**config.mk**
```make
export PLATFORM = sky130hd
export DESIGN_NAME = tcw_cfg
export DESIGN_NICKNAME = d
export VERILOG_FILES = /design/src/rtl/core/tcw_pkg.sv /design/src/rtl/core/tcw_cfg.sv
export SDC_FILE = /design/constraint.sdc
export NUM_CORES = 1
export LEC_CHECK = 0
export BUFFER_PORTS_ARGS = -buffer_cell sky130_fd_sc_hd__buf_2
export CORE_ASPECT_RATIO = 0.9
export CORE_MARGIN = 2
export CORE_UTILIZATION = 33
export CTS_CLUSTER_DIAMETER = 150
export DETAILED_ROUTE_END_ITERATION = 8
export MAX_ROUTING_LAYER = met4
export PLACE_DENSITY = 0.92
export SYNTH_ARGS = -nofsm -noshare
export SYNTH_HDL_FRONTEND = slang
export SYNTH_SLANG_ARGS = --single-unit
```
**constraint.sdc**
```tcl
create_clock -name i_clk -period 1.16 [get_ports i_clk]
set_input_delay 0.174 -clock i_clk [delete_from_list [all_inputs] [get_ports i_clk]]
set_output_delay 0.174 -clock i_clk [all_outputs]
set_load 0.02 [all_outputs]
```
**src/rtl/core/tcw_pkg.sv**
```systemverilog
// Shared constants and types for the text console writer.
// Depends on nothing; every other design file apart from tcw_if refers to it by scoped names.
package tcw_pkg;

    localparam int SCREEN_COLS = 80;
    localparam int SCREEN_ROWS = 25;
    localparam int CELLS       = SCREEN_ROWS * SCREEN_COLS;

    localparam int ROW_W  = $clog2(SCREEN_ROWS);
    localparam int COL_W  = $clog2(SCREEN_COLS);
    localparam int ADDR_W = $clog2(CELLS);

    // APB: one register, byte addresses 4*i
    localparam int PADDR_W = 3;
    localparam logic REG_TEXT_ATTR = 1'b0;

    localparam logic [7:0] CODE_LF    = 8'd10;
    localparam logic [7:0] CODE_CR    = 8'd13;
    localparam logic [7:0] CODE_BS    = 8'd8;
    localparam logic [7:0] CODE_SPACE = 8'h20;
    localparam logic [7:0] RESET_ATTR = 8'h07;

    localparam logic KIND_PUT  = 1'b0;
    localparam logic KIND_READ = 1'b1;

    typedef enum logic [2:0] {
        ST_CLEAR,
        ST_IDLE,
        ST_EXEC,
        ST_RWAIT,
        ST_SCROLL,
        ST_DRAIN,
        ST_BLANK,
        ST_DONE
    } t_state;

    typedef struct packed {
        logic [7:0] cell_char;
        logic [7:0] cell_attr;
        logic [4:0] cursor_y;
        logic [6:0] cursor_x;
    } t_result;

endpackage

```
**src/rtl/core/tcw_cfg.sv**
```systemverilog
// APB configuration register: text attribute byte.
// Depends on tcw_pkg.
module tcw_cfg (
    input  logic                        i_clk,
    input  logic                        i_rst_n,
    input  logic                        psel,
    input  logic                        penable,
    input  logic                        pwrite,
    input  logic [tcw_pkg::PADDR_W-1:0] paddr,
    input  logic [31:0]                 pwdata,
    output logic [31:0]                 prdata,
    output logic                        pready,
    output logic [7:0]                  o_attr
);

    logic [7:0] r_attr;
    logic       sel_attr;

    assign sel_attr = (paddr[2] == tcw_pkg::REG_TEXT_ATTR);
    assign pready   = 1'b1;

    always_ff @(posedge i_clk) begin
        if (!i_rst_n) begin
            r_attr <= tcw_pkg::RESET_ATTR;
        end else if (psel && penable && pwrite && sel_attr) begin
            r_attr <= pwdata[7:0];
        end
    end

    assign prdata = sel_attr ? {24'd0, r_attr} : 32'd0;
    assign o_attr = r_attr;

endmodule

```
==> parameters.txt <==
Parameter                              Value

Global routing
  Maximum number of pins on one net before global-route repair ... 17
  First-pass GRT wire length ... 1810 um
  GRT Util Overall ... 11.9%
  Antenna violations before repair ... 0
  Global route total overflow ... 0
  Vias in the first global route ... 416

Logic synthesis
  Biggest area contributors in the synthesized netlist ... sky130_fd_sc_hd__buf_4 (31%), sky130_fd_sc_hd__dfxtp_1 (26%), sky130_fd_sc_hd__mux2i_1 (13%), sky130_fd_sc_hd__and2b_2 (12%), sky130_fd_sc_hd__nand2_1 (6.2%)
  Post-synthesis cell area ... 606 um2
  Post-synthesis instance total ... 70
  Adder and majority cell fraction of the synthesized area ... 0%
  Complex-gate fraction of the synthesized area ... 0%
  Proportion of netlist area held by the largest area contributor ... between 30 and 40%
  Warnings, synthesis ... 0
  Dominant combinational cell family by area after synthesis ... buffers and inverters
  Multiplexer area fraction after synthesis ... between 10% and 20%
  Share of synthesized cell area in and, or, nand and nor gates ... 25.6%
  Yosys cell types ... 10
  Synthesized area per cell ... 8.65 um2
  Flop and latch count out of synthesis ... 8
  Most area-hungry cell type in the Yosys netlist ... sky130_fd_sc_hd__buf_4
  Xor-xnor portion of the synthesized cell area ... 0%
  Share of the yosys chip area belonging to registers ... 26.4%

STA
  Post-route clock skew ... 0 ps
  Fraction of the cycle the final worst path needs ... 92.6%
  Final Slew Violations ... 0
  RSZ-0062 raised after global routing ... false
  Worst hold slack ... 175 ps
  Final setup viols ... 0
  PnR worst setup slack ... 85.3 ps
  Final Hold Viols ... 0
  Fin crit period ... 1070 ps
  Fmax ... 0.930 GHz
  Setup_tns ... 0 ps

Routing
  Residual DRC count ... 0
  Met3 Wirelength ... 127 um
  Number of detailed-route iterations in the first pass ... 2
  Vias per inst ... around 3.6
  Via count ... 456
  Met1 routed wirelength after detailed routing ... 446 um
  DR WL/cell ... approximately 9 um
  Routed length on met2 ... 577 um
  Uppermost layer routed ... met3
  Initial drt markers ... 1
  Final Routed Wirelength ... 1150 um
  Routed Antenna Nets ... 0

Power and ir drop
  Max rail drop VDD ... 0.584 mV
  PnR Total Power ... 0.663 mW
  Static Leakage ... between 0.3 and 0.4 nW
  Power density normalized to cell area ... 935 nW/um2

Final layout
  Number of standard cells in the layout, taps in and fillers out ... between 100 and 150
  P&R area growth vs syn ... 17.1%
  Flip-flop count of the largest register, all copies and words added ... 8
  Diodes inserted ... 0
  Net count, final ... 143
  Finished layout cell area ... 709 um2
  Share of the core filled with cells ... between 40% and 50%
  Layout cell share with drive strength beyond 1 ... between 40 and 50%

Die
  Floorplan row count ... 14
  Floorplan die width ... slightly below 50 um
  Initial Utilization ... a little over a third
  Total die area ... 2190 um2
  Vertical extent of the die ... 44.6 um
  Area of the placeable core ... 1700 um2
  Number of top-level pins ... between 80 and 90

Place
  Final HPWL from detailed placement ... 945 um
  RePlAce Congestion ... 0.591
  Total instance count after detailed placement ... approximately 120
  Pre-CTS setup slack ... 141 ps
  Post-placement cell area ... 687 um2
  Buffers added on ports ... 29

Job
  # Max-Cap Violations ... 0

Clocking
  H-Tree Level Count ... 1
  Post-CTS setup buffer count ... 0
  Cell at the root of the clock tree ... sky130_fd_sc_hd__clkbuf_4
  Post-CTS Resized ... 0
  Worst skew pair latency ... around 240 ps
  Number of buffers created by CTS ... 3
  Clock Sink Count ... 8
  Clock buffer depth ... 2
  CTS tree ... done
  Quantity of hold-fixing buffers added after cts ... 0
  Clock-pin slew on the worst setup and hold paths ... 50 ps

Run status
  Result of the run ... finished, final reports clean

Hold path
  HP Class ... in -> reg

Setup path
  Data required time of the worst path ... 990 ps
  Crit path launch type ... register
  Crit end category ... output port
  Critical path arrival ... roughly 900 ps
  WS Path Type ... reg -> out
  Max Fanout on Critical Path ... 3
-- layer usage --
| layer | vias to the layer above | global-route usage (%) |
|---|---|---|
| met5 | - | - |
| met4 | 0 | 2.29 |
| li1 | 230 | - |
| met3 | 0 | 7.43 |
| met2 | 33 | 20.3 |
| met1 | 193 | 11.6 |
-- cell families after synthesis --
family,after synthesis
AND/OR/NAND/NOR,25
multiplexers,8
buffers and inverters,27
flip-flops,8
other,2
-- cell type report --
| class | instances | area, um2 |
|---|---|---|
| Fill cell | 184 | 990 |
| Multi-Input combinational cell | 58 | 329 |
| Timing Repair Buffer | 32 | 168 |
| Sequential cell | 8 | 160 |
| Tap cell | 24 | 30.0 |
| Clock buffer | 3 | 22.5 |
-- cell usage after synthesis (all sizes together) --
cell type,instances
clkbuf,1
nor2b,6
buf,26
and2b,8
conb,2
nand2,10
and4b,1
mux2i,8
dfxtp,8
-- report_power, final --
part,total [mW],switching [mW],internal (mW),leakage (nW)
clock,0.206,0.0876,0.118,0.0138
sequential,0.285,0.00369,0.281,0.0649
combinational,0.173,0.123,0.0496,0.312
total,0.663,0.214,0.449,0.390
-- placed cells by master (no fill, tap or decap) --
master                     count
sky130_fd_sc_hd__buf_2        29
sky130_fd_sc_hd__mux2i_1       8
sky130_fd_sc_hd__and4b_1       1
sky130_fd_sc_hd__buf_4         3
sky130_fd_sc_hd__nor2b_1       6
sky130_fd_sc_hd__and2b_2       8
sky130_fd_sc_hd__clkbuf_4      3
sky130_fd_sc_hd__dfxtp_1       8
sky130_fd_sc_hd__conb_1       25
sky130_fd_sc_hd__nand2_1      10
-- critical path, cell delays in order (launching register included) --
cell and delay, ps:
sky130_fd_sc_hd__dfxtp_1 310, sky130_fd_sc_hd__and2b_2 190, sky130_fd_sc_hd__buf_2 150
-- final timing paths --
check / start / endpoint / slack, ps / cells after the start
hold reg to reg: o_attr[3] / o_attr[3] / 470 / 2
hold / removal: pwdata[5] / o_attr[5] / 170 / 3
setup reg to reg: o_attr[0] / o_attr[0] / 540 / 2
setup / recovery: o_attr[6] / prdata[6] / 90 / 2
(Power assumes the default switching activity.)
